File: src/rtl/rwp_pkg.sv
// ----------------------------------------------------------------------------
// rwp_pkg
// Shared types and constants for the RGB10 word to packed byte stream block.
// ----------------------------------------------------------------------------
package rwp_pkg;

	localparam int ACC_W    = 40;  // held bits plus one pixel, padded to whole bytes
	localparam int HELD_W   = 7;
	localparam int HCNT_W   = 3;
	localparam int TOTAL_W  = 6;
	localparam int NB_W     = 3;   // 1..5 bytes per item
	localparam int RGB_W    = 30;
	localparam int GRAY_W   = 8;
	localparam int Q_DEPTH  = 4;
	localparam int Q_PTR_W  = $clog2(Q_DEPTH);
	localparam int Q_CNT_W  = $clog2(Q_DEPTH + 1);

	localparam logic MODE_RGB10 = 1'b0;
	localparam logic MODE_GRAY8 = 1'b1;

	localparam logic REG_COLOR_MODE = 1'b0;  // register index, from paddr[2]

	typedef struct packed {
		logic [ACC_W-1:0] bits;     // left-aligned, first byte in the top bits
		logic [NB_W-1:0]  nbytes;
		logic             row_end;
	} rwp_entry_t;

endpackage

File: src/rtl/rwp_front.sv
// ----------------------------------------------------------------------------
// rwp_front
// Merges held bits with the incoming pixel, pads at row end, counts output
// bytes and keeps the leftover bits for the next pixel.
// ----------------------------------------------------------------------------
module rwp_front import rwp_pkg::*; (
	input  logic        clk,
	input  logic        arst_n,
	input  logic        color_mode,
	input  logic        take,
	input  logic [31:0] raw_word,
	input  logic        row_end,
	output rwp_entry_t  entry
);

	logic [HELD_W-1:0]  held_bits_q;
	logic [HCNT_W-1:0]  held_count_q;

	logic [HELD_W-1:0]  held_left;
	logic [ACC_W-1:0]   data_part;
	logic [ACC_W-1:0]   acc;
	logic [TOTAL_W-1:0] total;
	logic [TOTAL_W-1:0] total_rnd;
	logic [NB_W-1:0]    nbytes;
	logic [HCNT_W-1:0]  next_count;
	logic [ACC_W-1:0]   rest;
	logic [HELD_W-1:0]  next_bits;

	always_comb begin
		held_left = held_bits_q << (3'd7 - held_count_q);
		if (color_mode == MODE_RGB10) begin
			data_part = {raw_word[RGB_W-1:0], 10'b0} >> held_count_q;
			total     = TOTAL_W'(held_count_q) + TOTAL_W'(RGB_W);
		end else begin
			data_part = {raw_word[GRAY_W-1:0], 32'b0} >> held_count_q;
			total     = TOTAL_W'(held_count_q) + TOTAL_W'(GRAY_W);
		end
		acc = {held_left, 33'b0} | data_part;
		// row end rounds up to a byte boundary; padding bits are already zero
		total_rnd  = total + TOTAL_W'(7);
		nbytes     = row_end ? total_rnd[5:3] : total[5:3];
		next_count = row_end ? '0 : total[2:0];
		rest       = acc << {nbytes, 3'b000};
		next_bits  = rest[ACC_W-1 -: HELD_W] >> (3'd7 - next_count);

		entry.bits    = acc;
		entry.nbytes  = nbytes;
		entry.row_end = row_end;
	end

	always_ff @(posedge clk or negedge arst_n) begin
		if (!arst_n) begin
			held_bits_q  <= '0;
			held_count_q <= '0;
		end else if (take) begin
			held_bits_q  <= next_bits;
			held_count_q <= next_count;
		end
	end

endmodule

File: src/rtl/rwp_fifo.sv
// ----------------------------------------------------------------------------
// rwp_fifo
// Short queue of packed items between the front and the byte emitter.
// ----------------------------------------------------------------------------
module rwp_fifo import rwp_pkg::*; (
	input  logic       clk,
	input  logic       arst_n,
	input  logic       push,
	input  rwp_entry_t wr_entry,
	input  logic       pop,
	output rwp_entry_t head,
	output logic       full,
	output logic       empty
);

	rwp_entry_t         mem_q [Q_DEPTH];
	logic [Q_PTR_W-1:0] wr_ptr_q;
	logic [Q_PTR_W-1:0] rd_ptr_q;
	logic [Q_CNT_W-1:0] count_q;

	assign full  = (count_q == Q_CNT_W'(Q_DEPTH));
	assign empty = (count_q == '0);
	assign head  = mem_q[rd_ptr_q];

	always_ff @(posedge clk) begin
		if (push) begin
			mem_q[wr_ptr_q] <= wr_entry;
		end
	end

	always_ff @(posedge clk or negedge arst_n) begin
		if (!arst_n) begin
			wr_ptr_q <= '0;
			rd_ptr_q <= '0;
			count_q  <= '0;
		end else begin
			if (push) wr_ptr_q <= wr_ptr_q + 1'b1;
			if (pop)  rd_ptr_q <= rd_ptr_q + 1'b1;
			case ({push, pop})
				2'b10:   count_q <= count_q + 1'b1;
				2'b01:   count_q <= count_q - 1'b1;
				default: count_q <= count_q;
			endcase
		end
	end

endmodule

File: src/rtl/rwp_back.sv
// ----------------------------------------------------------------------------
// rwp_back
// Walks the head item into the output register one byte per cycle while m_tready does not stall it.
// ----------------------------------------------------------------------------
module rwp_back import rwp_pkg::*; (
	input  logic       clk,
	input  logic       arst_n,
	input  rwp_entry_t head,
	input  logic       empty,
	output logic       pop,
	output logic       m_tvalid,
	input  logic       m_tready,
	output logic [7:0] m_tdata,   // out_byte[7:0]
	output logic       m_tlast,   // row_done
	output logic       m_tuser    // last_of_item
);

	logic            valid_q;
	logic [7:0]      byte_q;
	logic            last_q;
	logic            row_q;
	logic [NB_W-1:0] idx_q;

	logic             load;
	logic             final_byte;
	logic [ACC_W-1:0] shifted;

	always_comb begin
		load       = !valid_q || m_tready;
		final_byte = (idx_q == head.nbytes - 1'b1);
		pop        = load && !empty && final_byte;
		shifted    = head.bits << {idx_q, 3'b000};
	end

	always_ff @(posedge clk or negedge arst_n) begin
		if (!arst_n) begin
			valid_q <= 1'b0;
			idx_q   <= '0;
		end else if (load) begin
			valid_q <= !empty;
			if (!empty) idx_q <= final_byte ? '0 : idx_q + 1'b1;
		end
	end

	always_ff @(posedge clk) begin
		if (load && !empty) begin
			byte_q <= shifted[ACC_W-1 -: 8];
			last_q <= final_byte;
			row_q  <= final_byte && head.row_end;
		end
	end

	assign m_tvalid = valid_q;
	assign m_tdata  = byte_q;
	assign m_tuser  = last_q;
	assign m_tlast  = row_q;

endmodule

File: src/rtl/rgb10_word_to_packed_bytes.sv
// ----------------------------------------------------------------------------
// rgb10_word_to_packed_bytes
// Packs 10-bit RGB pixel words (or gray bytes) MSB first into a byte stream,
// zero padding each row to a byte boundary.
// ----------------------------------------------------------------------------
//  channel  | dir | payload                               | handshake
//  s_axis   | in  | tdata=raw_word[31:0], tlast=row_end   | s_tvalid/s_tready
//  m_axis   | out | tdata=out_byte, tuser=last_of_item,   | m_tvalid/m_tready
//           |     | tlast=row_done                        |
//  apb      | in  | reg 0 @0x0: color_mode (bit 0)        | psel/penable
//
// A pixel is accepted whenever the 4-entry queue has room. Output runs one
// byte per cycle while m_tready does not stall it: an RGB pixel gives 3 to 5
// bytes, a gray pixel 1 or 2; the byte emitter sets the sustained rate. After
// acceptance an item is written into the queue, then loaded byte by byte into
// the output register. Reset clears held bits, queue and output register.
// Output stalls back up through the queue only.
module rgb10_word_to_packed_bytes import rwp_pkg::*; (
	input  logic        clk,
	input  logic        arst_n,
	input  logic        s_tvalid,
	output logic        s_tready,
	input  logic [31:0] s_tdata,   // raw_word[31:0]
	input  logic        s_tlast,   // row_end
	output logic        m_tvalid,
	input  logic        m_tready,
	output logic [7:0]  m_tdata,   // out_byte[7:0]
	output logic        m_tlast,   // row_done
	output logic        m_tuser,   // last_of_item
	input  logic        psel,
	input  logic        penable,
	input  logic        pwrite,
	input  logic [2:0]  paddr,
	input  logic [31:0] pwdata,
	output logic [31:0] prdata,
	output logic        pready
);

	logic       color_mode_q;
	logic       take;
	logic       full;
	logic       empty;
	logic       pop;
	rwp_entry_t entry;
	rwp_entry_t head;

	assign pready   = 1'b1;
	assign s_tready = !full;
	assign take     = s_tvalid && !full;

	always_ff @(posedge clk or negedge arst_n) begin
		if (!arst_n) begin
			color_mode_q <= MODE_RGB10;
		end else if (psel && penable && pwrite && pready && paddr[2] == REG_COLOR_MODE) begin
			color_mode_q <= pwdata[0];
		end
	end

	assign prdata = (paddr[2] == REG_COLOR_MODE) ? {31'b0, color_mode_q} : '0;

	rwp_front u_front (
		.clk        (clk),
		.arst_n     (arst_n),
		.color_mode (color_mode_q),
		.take       (take),
		.raw_word   (s_tdata),
		.row_end    (s_tlast),
		.entry      (entry)
	);

	rwp_fifo u_fifo (
		.clk      (clk),
		.arst_n   (arst_n),
		.push     (take),
		.wr_entry (entry),
		.pop      (pop),
		.head     (head),
		.full     (full),
		.empty    (empty)
	);

	rwp_back u_back (
		.clk      (clk),
		.arst_n   (arst_n),
		.head     (head),
		.empty    (empty),
		.pop      (pop),
		.m_tvalid (m_tvalid),
		.m_tready (m_tready),
		.m_tdata  (m_tdata),
		.m_tlast  (m_tlast),
		.m_tuser  (m_tuser)
	);

endmodule

File: config.mk
export PLATFORM = sky130hd
export DESIGN_NAME = rgb10_word_to_packed_bytes
export DESIGN_NICKNAME = d
export VERILOG_FILES = /design/src/rtl/rwp_pkg.sv /design/src/rtl/rwp_front.sv /design/src/rtl/rwp_fifo.sv /design/src/rtl/rwp_back.sv /design/src/rtl/rgb10_word_to_packed_bytes.sv
export SDC_FILE = /design/constraint.sdc
export NUM_CORES = 1
export LEC_CHECK = 0
export ABC_AREA = 1
export BUFFER_PORTS_ARGS = -buffer_cell sky130_fd_sc_hd__buf_2
export CAP_MARGIN = 20
export CORE_MARGIN = 2
export CORE_UTILIZATION = 59
export CTS_CLUSTER_DIAMETER = 50
export CTS_CLUSTER_SIZE = 30
export DETAILED_ROUTE_END_ITERATION = 8
export PLACE_DENSITY = 0.78
export SLEW_MARGIN = 0
export SYNTH_ARGS = -nofsm -noshare
export SYNTH_HDL_FRONTEND = slang
export SYNTH_SLANG_ARGS = --single-unit
File: constraint.sdc
create_clock -name clk -period 4.08 [get_ports clk]
set_clock_uncertainty 0.1 [all_clocks]
set_input_delay 0.204 -clock clk [delete_from_list [all_inputs] [get_ports clk]]
set_output_delay 0.204 -clock clk [all_outputs]
set_load 0.01 [all_outputs]
-- After elaboration in Yosys (flattened, before gate mapping)
Memory sizes are Yosys's and may differ from the RTL's.
Index checks and enable logic that the tools add are counted.
- register bits: 32
- RAM bits: 176
- bits of input ports: 75
- output and inout port bits: 45
- logic and storage cells: 59
- memories: 1
- add/subtract/negate cells: 11
- equal/unequal tests: 4
- shifts and indexed selects: 6
- muxes and demuxes: 9
- bitwise gates (word level): 3
- reductions and logical operators: 14
- memories (memory ; depth ; width ; rd ports ; clocked after Yosys merged registers in ; wr ports ; line ; text):
    u_fifo.mem_q ; 4 ; 44 ; 1 ; 0 ; 1 ; rwp_fifo.sv:16 ; rwp_entry_t mem_q [Q_DEPTH];
- operators with widths (cell ; number):
    $shl 40x6->40 ; 2
    $shr 40x3->40 ; 2
    $mux 40 ; 1
    $or 40x40->40 ; 1
    $mux 3 ; 3
    $logic_and 1x1->1 ; 7
    $shl 7x3->7 ; 1
    $shr 7x3->7 ; 1
    $add 3x1->3 const B ; 2
    $add 3x5->6 const B ; 1
    $add 6x3->6 const B ; 1
    $mux 6 ; 1
    $pmux 3 s2 ; 1
    $sub 3x1->3 const B ; 2
    $sub 3x3->3 const A ; 2
    $add 3x4->5 const B ; 1
    $add 2x1->2 const B ; 2
    $eq 3x3->1 ; 1
    $eq 3x3->1 const B ; 1
    $logic_not 1->1 ; 3
    $logic_not 3->1 ; 1
    $mux 1 ; 3
    $eq 2x1->1 const B ; 1
    $eq 2x2->1 const B ; 1
    4 further kinds ; 5

-- Longest topological paths before layout
Gate-level depths: netlist of the first run.
- depth in word-level cells: 6
- gate-level depth with buffers: 24
- mapped depth without buffers: 19

-- By module
Synthesis of the first run repeated with hierarchy kept, for this count alone.
- cells, all modules: 1236
- area, all modules: 11397.2 µm²
- by module, submodules not included (module ; instances ; cells an instance ; area each (µm²) ; sequential area each (µm²)):
    rwp_fifo ; 1 ; 562 ; 7487.2 ; 5460.2
    rwp_front ; 1 ; 483 ; 2544.9 ; 250.2
    rwp_back ; 1 ; 143 ; 1039.7 ; 400.4
    rgb10_word_to_packed_bytes ; 1 ; 48 ; 325.3 ; 25.0

-- Worst setup path before layout of the first run
OpenSTA, ideal clock, no wires.
- path kind: register to register
- from: register u_fifo.rd_ptr_q[0]
- to: register u_fifo.count_q[2]
- library setup time: 131 ps
- arrival time: 3219 ps
- required time: 3849 ps
- path slack: 630 ps
- cell stages (with the launch flop): 18
- path through: dfrtp_1 -> buf_2 -> inv_2 -> clkbuf_1 -> clkbuf_1 -> nand2_1 -> a32o_1 -> ha_1 -> xnor2_1 -> a21oi_1 -> nand2_1 -> nor2_1 -> ha_1 -> inv_1 -> fa_1 -> a21oi_1 -> o21ai_0 -> xor2_1
- longest elaborated chain between the ends: 6
- elaborated cells on any way between the ends: 8
- those cells by class: 1 x add/sub; 3 x eq/ne; 1 x mux; 2 x reduce/logical; 1 x memory
- ends and longest elaborated chain (item ; line ; text):
    start, declared ; rwp_fifo.sv:18 ; logic [Q_PTR_W-1:0] rd_ptr_q;
    start signal, assigned ; rwp_fifo.sv:38 ; if (pop) rd_ptr_q <= rd_ptr_q + 1'b1;
    $mem_v2 4x44 * ; n/a ;
    $sub 3x1->3 * ; rwp_back.sv:30 ; final_byte = (idx_q == head.nbytes - 1'b1);
    $eq 3x3->1 * ; rwp_back.sv:30 ;
    $logic_and 1x1->1 * ; rwp_back.sv:31 ; pop = load && !empty && final_byte;
    named net pop ; rgb10_word_to_packed_bytes.sv:43 ; logic pop;
    $eq 2x1->1 / $eq 2x2->1 (equally long branches) ; rwp_fifo.sv:39 ; case ({push, pop})
    $pmux 3 s2 / $reduce_bool 2->1 (equally long branches) ; n/a ;
    end signal, assigned ; rwp_fifo.sv:40 ; 2'b10: count_q <= count_q + 1'b1;
    end signal, assigned ; rwp_fifo.sv:41 ; 2'b01: count_q <= count_q - 1'b1;
    end signal, assigned ; rwp_fifo.sv:42 ; default: count_q <= count_q;
    end, declared ; rwp_fifo.sv:19 ; logic [Q_CNT_W-1:0] count_q;
Mark *: on every way through the listed nets, which the timed path passes. The rest lies on a longest branch.
A chain may end at the register's enable or synchronous reset.

-- Final worst setup path of the first run
- from: register u_fifo.rd_ptr_q[1]
- to: register u_fifo.count_q[2]
The elaborated chain is that of the path after synthesis.

==> results of run 1 <==
[power groups by stage]
stage	Clock [mW]	Sequential, mW	Combinational [mW]
finish	1.58	3.40	3.98
CTS	1.59	3.39	3.93
detailed placement	0	3.43	3.90
floorplan	0	3.35	2.92
global placement	0	3.42	3.81
global route	1.68	3.44	4.41
[state kept, by name, summed over array words and instances (netlist names), 2 cells and up]
name / count
u_fifo.mem_q: 164
u_front.held_bits_q: 7
u_fifo.rd_ptr_q: 2
u_fifo.wr_ptr_q: 2
u_front.held_count_q: 3
u_fifo.count_q: 3
u_back.idx_q: 3
u_back.m_tdata: 8
[critical path, cell delays in order, from the launching register on]
cell,delay [ns]
dfrtp_1,0.38
inv_1,0.12
buf_4,0.33
nand3_1,0.15
nand2_1,0.12
ha_1,0.24
xnor2_1,0.12
a21oi_1,0.15
nand2_1,0.19
nor2_1,0.36
ha_1,0.22
inv_1,0.06
fa_1,0.37
a21oi_1,0.14
o21ai_0,0.11
xor2_1,0.16
[through the flow]
step	hold WS, ns	std cells
finish	0.05071	1319
global route	0.03652	1319
CTS	0.03419	1319
detailed placement	0.1144	1284
global placement	0.1179	1284
floorplan	-0.1916	1086
[worst max-delay path by stage]
stage | endpoint | from | cells after the start
floorplan | u_fifo.count_q[2] | u_fifo.rd_ptr_q[0] | 17
global placement | u_fifo.count_q[2] | u_fifo.rd_ptr_q[1] | 15
detailed placement | u_fifo.count_q[2] | u_fifo.rd_ptr_q[1] | 15
CTS | u_fifo.count_q[2] | u_fifo.rd_ptr_q[1] | 15
global route | u_fifo.count_q[2] | u_fifo.rd_ptr_q[1] | 15
finish | u_fifo.count_q[2] | u_fifo.rd_ptr_q[1] | 15
[cells by family after synthesis]
kind of cell | synth area share
adder cells (fa/ha/maj) | 0.01179
XOR/XNOR | 0.007739
multiplexers | 0.0009827
AND/OR/NAND/NOR | 0.2188
other | 0.0007373
buffers and inverters | 0.08218
AO/OA/AOI/OAI | 0.1108
flip-flops | 0.5670
[timing repair]
action                    CTS  global route
setup buffers               0             0
hold buffers                4             0
hold endpoints to repair   24             0
[metal layers]
layer | part of all wire | routed length, µm | track usage
met1 | 0.39 | 9091 | 0.3283
met2 | 0.49 | 11270 | 0.4365
met3 | 0.083 | 1915 | 0.04190
met4 | 0.035 | 800 | 0.1319
met5 | 0 | 0 | 0
[cells in the final DEF, fill, tap and decap left out, types with 5 or more instances in the layout]
cell type and instances:
nand2_1 206, nand3_1 145, o22ai_1 15, xor2_1 6, clkbuf_16 17, ha_1 8, inv_2 5, dfrtp_1 21
o221ai_1 23, conb_1 32, o21ai_1 8, edfxtp_1 174, nor2_1 101, buf_2 52, nand2_2 10, nand3_2 20
buf_4 19, a21oi_1 18, o21ai_0 112, inv_1 42, o211ai_1 11
[cell type report]
type / count / share of cell area
Sequential cell: 196 / 0.5247
Multi-Input combinational cell: 741 / 0.3381
Timing Repair Buffer: 76 / 0.04205
Clock buffer: 18 / 0.03898
Tap cell: 225 / 0.02557
Inverter: 50 / 0.01818
Clock inverter: 13 / 0.01239
==> results_dict.tcl, run 1 <==
set metrics [dict create \
    status "complete, no violations" \
    cts_tree "yes" \
    cts_resized 0 \
    cp.arrival_ns 3.65 \
    yosysWarnings 0 \
    intPower_mw 5.182 \
    synth_common_cells "nand2_1 (206), edfxtp_1 (174), nand3_1 (145)" \
    grt_max_degree 55 \
    vias 7721 \
    setup_viol 0 \
    worst-r2r-setup-slack_ns 0.64 \
    post_drt_wl_per_cell_um 17.49 \
    area_growth_pct 8.082 \
    yosysTopAreaCell "edfxtp_1" \
    p_per_area_mw_per_mm2 813.2 \
    critPathRequiredTime_ns 4.29 \
    syn_avg_cell_area_um2 9.646 \
    p_switching_mw 3.771 \
    timing.setup.tns_ns 0 \
    first_pass_iters 8 \
    power_frac_comb 0.444 \
    finalCritPeriodShare 0.8439 \
    stdcell_area_mm2 0.01101 \
    register_area_mm2 0.005777 \
    syn_area_mm2 0.01019 \
    synth_ff_type "edfxtp_1" \
    multi_input_area_mm2 0.003722 \
    pwr-share-clk 0.177 \
    synth_top_area_share 0.5130 \
    drv_slew 0 \
    first_iter_violations 753 \
    final.setup.worst_slack_ns 0.6368 \
    start_util 0.5972 \
    r2r_start "u_fifo.rd_ptr_q[1]" \
    clockBufferDepth 2 \
    max_slew.worst_pin.slew_ns 0.8843 \
    regToRegEndpoint "u_fifo.count_q[2]" \
    cts_inserted_buffers 17 \
    clk_pin_slew_ns 0.07 \
    drc 0 \
    clock.fmax_ghz 0.2904 \
    hp-class "input pin to flop" \
    antenna_cells 0 \
    p_total_mw 8.953 \
    swShare 0.4212 \
    root_buffer "clkbuf_16" \
    die_w_um 135.4 \
    synth_cell_type_count 42 \
    dp_hpwl_mm 14.66 \
    whs_endpoint "u_fifo.mem_q[1][0]" \
    post-place-ws_ns 0.6789 \
    yosysSeqAreaShare 0.5670 \
    synthTopCellsByArea "edfxtp_1 (51%), nand2_1 (7.6%), nand3_1 (7.1%), o21ai_0 (5.5%), dfrtp_1 (5.4%)" \
    ir_drop_mv 0.5531 \
    drive_gt1_frac 0.1371 \
    grt.overflow.total 0 \
    coreArea_mm2 0.01706 \
    slew_headroom 0.4091 \
    cts.sinks 196 \
    syn_inst 1056 \
    reg2reg_depth 15 \
    async_flop_share 0.1122 \
    vias_per_cell 5.854 \
    ys_ff_latch 196 \
    nets 1166 \
    gp_congestion 0.8879 \
    cp-start-kind "flop" \
    fp.dieH_um 135.4 \
    grt_pass1_vias 7197 \
    synth_edf_count 174 \
    p_leak_nw 4.276 \
    clock_latency_ns 0.43 \
    grt_first_pass_wirelength_mm 35.77 \
    routed_wl_mm 23.07 \
    synth_most_common_cell "nand2_1" \
    crit_type "flop to flop" \
    core.rowCount 48 \
    antenna_found_initial 0 \
    dieArea_mm2 0.01833 \
    hold_start "s_tlast" \
    ant_nets 0 \
    grt_setup_unrepaired "no" \
    cts_max_level 4 \
    seq_power_share 0.379 \
    cp_max_fo 29 \
    utilization 0.6455 \
    hold_depth 1 \
    track_usage 0.2598 \
    place_area_mm2 0.01040 \
    hold_viol_final 0 \
    cap_violations 0 \
    io-pin-count 120 \
    numPortBuffers 52 \
    fin_crit_ns 3.443 \
    fillCellCount 1363 \
    end_kind "flop" \
]
(Power assumes the default switching activity.)
==> run 2: changes to the inputs <==
--- a/config.mk
+++ b/config.mk
@@ -9,11 +9,11 @@
 export BUFFER_PORTS_ARGS = -buffer_cell sky130_fd_sc_hd__buf_2
 export CAP_MARGIN = 20
 export CORE_MARGIN = 2
-export CORE_UTILIZATION = 59
+export CORE_UTILIZATION = 53
 export CTS_CLUSTER_DIAMETER = 50
 export CTS_CLUSTER_SIZE = 30
 export DETAILED_ROUTE_END_ITERATION = 8
-export PLACE_DENSITY = 0.78
+export PLACE_DENSITY = 0.73
 export SLEW_MARGIN = 0
 export SYNTH_ARGS = -nofsm -noshare
 export SYNTH_HDL_FRONTEND = slang
==> constraint.sdc (replaced) <==
create_clock -name clk -period 2.9 [get_ports clk]
set_clock_uncertainty 0.1 [all_clocks]
set_input_delay 0.145 -clock clk [delete_from_list [all_inputs] [get_ports clk]]
set_output_delay 0.145 -clock clk [all_outputs]
set_load 0.01 [all_outputs]
==> run 2 against run 1 <==
Effect of this change:
- cell count is 2.0% higher
- sequential power is 38% higher
- global-route usage decreased by 1.8 points
- setup slack worse by 0.52 ns
==> results_dict.tcl, run 2 (synthesis results as in run 1) <==
set metrics [dict create \
    ant_nets 0 \
    start_util 0.5427 \
    final_common_cell "nand2_1" \
    intPower_mw 7.474 \
    regToRegEndpoint "u_fifo.count_q[2]" \
    grt_max_degree 52 \
    stdcell_area_mm2 0.01118 \
    critPathRequiredTime_ns 3.11 \
    area_growth_pct 9.778 \
    critPathCapture "u_fifo.count_q[2]" \
    dieArea_mm2 0.02034 \
    cp-start-kind "flop" \
    reg2reg_depth 14 \
    hold_viol_final 0 \
    cts_max_level 4 \
    slew_headroom 0.4626 \
    drc 0 \
    p_leak_nw 4.357 \
    worst-r2r-setup-slack_ns 0.12 \
    p_switching_mw 5.401 \
    dp_hpwl_mm 15.46 \
    cts_tree "yes" \
    dp_cells 1304 \
    cp_max_fo 8 \
    core.rowCount 50 \
    antenna_cells 0 \
    drive_gt1_frac 0.1512 \
    first_iter_violations 634 \
    top_register "u_fifo.mem_q" \
    numPortBuffers 52 \
    worstSetupStartpoint "u_fifo.rd_ptr_q[0]" \
    vias 7781 \
    finalCritPeriodShare 0.9591 \
    setup_viol 0 \
    max_slew.worst_pin.slew_ns 0.7976 \
    largest_reg_flops 164 \
    fin_crit_ns 2.781 \
    vias_per_cell 5.785 \
    end_kind "flop" \
    post_drt_wl_per_cell_um 17.60 \
    clk_pin_slew_ns 0.07 \
    grt.overflow.total 0 \
    io-pin-count 120 \
    clock_latency_ns 0.43 \
    clockBufferDepth 2 \
    p_per_area_mw_per_mm2 1151 \
    coreArea_mm2 0.01877 \
    gp_congestion 0.8648 \
    cap_violations 0 \
    post-place-ws_ns 0.05949 \
    final.setup.worst_slack_ns 0.1187 \
    power_frac_comb 0.457 \
    swShare 0.4195 \
    antenna_found_initial 0 \
    p_total_mw 12.87 \
    place_area_mm2 0.01050 \
    r2r_start "u_fifo.rd_ptr_q[0]" \
    grt_pass1_vias 7352 \
    drv_slew 0 \
    pwr-share-clk 0.178 \
    seq_power_share 0.365 \
    fin_cells 1345 \
    cts.sinks 196 \
    routed_wl_mm 23.67 \
    track_usage 0.2422 \
    nets 1182 \
    status "complete, no violations" \
    cp.arrival_ns 2.99 \
    hp-class "input pin to asynchronous set/reset pin" \
    crit_type "flop to flop" \
    clock.fmax_ghz 0.3595 \
    fin_hold_ws_ns 0.1364 \
    die_w_um 142.6 \
    layout_common_cells "nand2_1 (206), edfxtp_1 (174), nand3_1 (144)" \
    ir_drop_mv 0.7982 \
    first_pass_iters 5 \
    root_buffer "clkbuf_16" \
    cts_inserted_buffers 17 \
    grt_first_pass_wirelength_mm 37.35 \
    fp.dieH_um 142.6 \
]
## run 2: cell types whose count changed in the layout (fill, tap and decap cells not counted), sizes merged
cell         change
clkinvlp         +2
inv              -1
clkinv           -3
dlygate4sd3      +2
clkbuf           +3
buf             +14
## run 2: critical path, cell delays in order (launching register included)
cell and delay (ns):
dfrtp_2 0.48, inv_4 0.10, nand2_1 0.05, a32o_1 0.21, ha_1 0.18, xnor2_1 0.18, xor2_1 0.17, nand2_1 0.10
nor2_2 0.15, ha_2 0.19, inv_1 0.06, fa_2 0.34, a21oi_1 0.12, o21ai_1 0.09, xor2_1 0.14
## run 2: worst min-delay path by stage
stage,endpoint,depth (start not counted),start
after floorplan,color_mode_q,0,arst_n
after global placement,u_back.idx_q[2],1,arst_n
after detailed placement,u_back.idx_q[2],1,arst_n
after CTS,u_front.held_bits_q[0],4,s_tvalid
after global routing,u_front.held_bits_q[0],4,s_tvalid
final,u_back.idx_q[2],2,arst_n
## run 2: routing by layer
metal | vias to the layer above | part of all wire | global-route usage
li1 | 3736 | - | -
met1 | 3676 | 0.41 | 0.3194
met2 | 310 | 0.49 | 0.3968
met3 | 59 | 0.061 | 0.03219
met4 | 0 | 0.034 | 0.1214
met5 | - | 0 | 0
## run 2: metrics by stage
stage                TNS [ns]  utilization
floorplan              -45.10            -
global placement            0       0.5593
detailed placement          0       0.5593
CTS                         0       0.5939
global route        -0.006416       0.5958
finish                      0       0.5958
## run 2: cell type report
| type | count | area (µm²) |
|---|---|---|
| clock buffers | 21 | 460.4 |
| flip-flops and latches | 196 | 5777 |
| inverters | 50 | 202.7 |
| well taps | 234 | 292.8 |
| repair buffers | 92 | 591.8 |
| clock inverters | 11 | 128.9 |
| multi-input cells | 741 | 3729 |
| fillers | 1583 | 7586 |
## run 2: repair_timing
item	in CTS	in global routing
buffers inserted	0	3
hold endpoints to repair	28	0
gates resized for setup	0	5
endpoints found under the setup margin	0	1
hold buffers	6	0
## run 2: power groups by stage
stage	clock, mW	combinational (mW)	sequential [mW]
floorplan	0	4.16	4.71
global placement	0	5.63	4.73
detailed placement	0	5.76	4.74
CTS	2.33	5.79	4.69
global route	2.42	6.49	4.76
finish	2.30	5.88	4.70
==> run 3: changes to the inputs <==
--- a/config.mk
+++ b/config.mk
@@ -9,11 +9,11 @@
 export BUFFER_PORTS_ARGS = -buffer_cell sky130_fd_sc_hd__buf_2
 export CAP_MARGIN = 20
 export CORE_MARGIN = 2
-export CORE_UTILIZATION = 53
+export CORE_UTILIZATION = 35
 export CTS_CLUSTER_DIAMETER = 50
 export CTS_CLUSTER_SIZE = 30
 export DETAILED_ROUTE_END_ITERATION = 8
-export PLACE_DENSITY = 0.73
+export PLACE_DENSITY = 0.51
 export SLEW_MARGIN = 0
 export SYNTH_ARGS = -nofsm -noshare
 export SYNTH_HDL_FRONTEND = slang
==> run 3 against run 2 <==
Effect of this change:
- combinational power grew 3.4%
- design area grew 1.9%
- sequential power hardly changed
- critical endpoint unchanged
==> results_dict.tcl, run 3 (synthesis results as in run 1) <==
set metrics [dict create \
    area_growth_pct 11.89 \
    r2r_start "u_fifo.rd_ptr_q[0]" \
    seq_power_share 0.361 \
    top_register "u_fifo.mem_q" \
    grt_pass1_vias 7196 \
    vias 7615 \
    clock.fmax_ghz 0.3675 \
    cpPeakStageDelay_ns 0.47 \
    ant_nets 0 \
    core.rowCount 62 \
    dieArea_mm2 0.03048 \
    pwr-share-clk 0.169 \
    numPortBuffers 52 \
    worst-r2r-setup-slack_ns 0.18 \
    root_buffer "clkbuf_16" \
    stdcell_area_mm2 0.01140 \
    fin_hold_ws_ns 0.1681 \
    io-pin-count 120 \
    largest_reg_flops 164 \
    clockBufferDepth 2 \
    end_kind "flop" \
    fin_crit_ns 2.721 \
    critPathRequiredTime_ns 3.12 \
    final_common_cell "nand2_1" \
    clk_pin_slew_ns 0.08 \
    antenna_found_initial 0 \
    ir_drop_mv 0.4787 \
    first_iter_violations 626 \
    layout_common_cells "nand2_1 (206), edfxtp_1 (174), nand3_1 (145)" \
    first_pass_iters 5 \
    finalCritPeriodShare 0.9384 \
    power_frac_comb 0.469 \
    fp.dieH_um 174.6 \
    crit_path_top_delay_cell "dfrtp_2" \
    cp_max_fo 8 \
    hold_viol_final 0 \
    p_switching_mw 5.595 \
    antenna_cells 0 \
    crit_type "flop to flop" \
    status "complete, no violations" \
    grt.overflow.total 0 \
    routed_wl_mm 26.34 \
    p_leak_nw 4.373 \
    gp_congestion 0.8335 \
    max_slew.worst_pin.slew_ns 0.7633 \
    track_usage 0.1762 \
    intPower_mw 7.348 \
    place_area_mm2 0.01076 \
    cts.sinks 196 \
    cts_max_level 4 \
    grt_max_degree 52 \
    start_util 0.3549 \
    grt_first_pass_wirelength_mm 40.82 \
    cp-start-kind "flop" \
    cts_inserted_buffers 17 \
    path_cells "inv_4, nand2_1, a32o_1, ha_1, xnor2_1, a21oi_1, nand2_1, nor2_2, ha_1, inv_1, fa_2, a21oi_1, o21ai_1, xor2_1" \
    post_drt_wl_per_cell_um 17.58 \
    setup_viol 0 \
    clock_latency_ns 0.43 \
    fillCellCount 2862 \
    cp.arrival_ns 2.94 \
    hp-class "input pin to asynchronous set/reset pin" \
    reg2reg_depth 14 \
    dp_hpwl_mm 16.97 \
    swShare 0.4323 \
    slew_headroom 0.4857 \
    die_w_um 174.6 \
    p_per_area_mw_per_mm2 1136 \
    drc 0 \
    drv_slew 0 \
    drive_gt1_frac 0.1508 \
    cap_violations 0 \
    nets 1185 \
    coreArea_mm2 0.02870 \
    grt_setup_unrepaired "no" \
    cts_tree "yes" \
    vias_per_cell 5.083 \
    regToRegEndpoint "u_fifo.count_q[2]" \
]
run 3: worst max-delay path by stage:
stage / start / endpoint / slack [ns] / cells past startpoint
floorplan: u_fifo.count_q[0] / u_fifo.mem_q[0][0] / -0.27 / 5
global placement: u_fifo.rd_ptr_q[0] / u_fifo.count_q[2] / 0.11 / 14
detailed placement: u_fifo.rd_ptr_q[0] / u_fifo.count_q[2] / 0.05 / 14
CTS: u_fifo.rd_ptr_q[0] / u_fifo.count_q[2] / 0.03 / 14
global route: u_fifo.rd_ptr_q[0] / u_fifo.count_q[2] / 0.008 / 15
finish: u_fifo.rd_ptr_q[0] / u_fifo.count_q[2] / 0.18 / 14
run 3: layout make-up:
cell class	count	area (µm²)	share of cell area
Multi-Input combinational cell	741	3727	0.3270
Tap cell	384	480.5	0.04216
Inverter	50	202.7	0.01778
Sequential cell	196	5777	0.5069
Clock buffer	19	432.9	0.03798
Timing Repair Buffer	95	660.6	0.05796
Clock inverter	13	116.4	0.01021
run 3: metal layers:
metal,part of all wire,GRT usage,vias to the layer above
met3,0.046,0.03003,13
met4,0.0076,0.03681,0
met5,0,0,-
met2,0.47,0.2887,194
li1,-,-,3740
met1,0.48,0.2471,3668
run 3: what timing repair did:
item,4_1_cts,5_1_grt
hold endpoints to repair,28,0
gates resized for setup,0,2
endpoints found under the setup margin,0,1
setup buffers,0,3
hold buffers,6,0
run 3: per-stage QoR:
step | util | cells | power, mW | TNS (ns) | setup slack (ns)
detailed placement | 0.3750 | 1457 | 10.80 | 0 | 0.05214
finish | 0.3971 | 1498 | 12.94 | 0 | 0.1786
global route | 0.3971 | 1498 | 13.91 | 0 | 0.007883
CTS | 0.3962 | 1495 | 13.00 | 0 | 0.03171
global placement | 0.3750 | 1457 | 10.75 | 0 | 0.1080
floorplan | - | 1086 | 8.872 | -45.10 | -0.2737
run 3: power by group through the flow:
stage	Clock, mW	Combinational [mW]	Sequential, mW
finish	2.19	6.08	4.67
global route	2.36	6.80	4.75
detailed placement	0	6.07	4.73
CTS	2.24	6.08	4.68
floorplan	0	4.16	4.71
global placement	0	6.02	4.74
run 3: critical path, delay by kind of cell, from the launching register on:
| kind | cells | cell delay (ns) |
|---|---|---|
| DFF | 1 | 0.47 |
| adders and majority gates | 3 | 0.78 |
| AOI/OAI and AO/OA | 4 | 0.58 |
| and+or+nand+nor | 3 | 0.26 |
| buffers and inverters | 2 | 0.16 |
| xor gates and xnor gates | 2 | 0.26 |
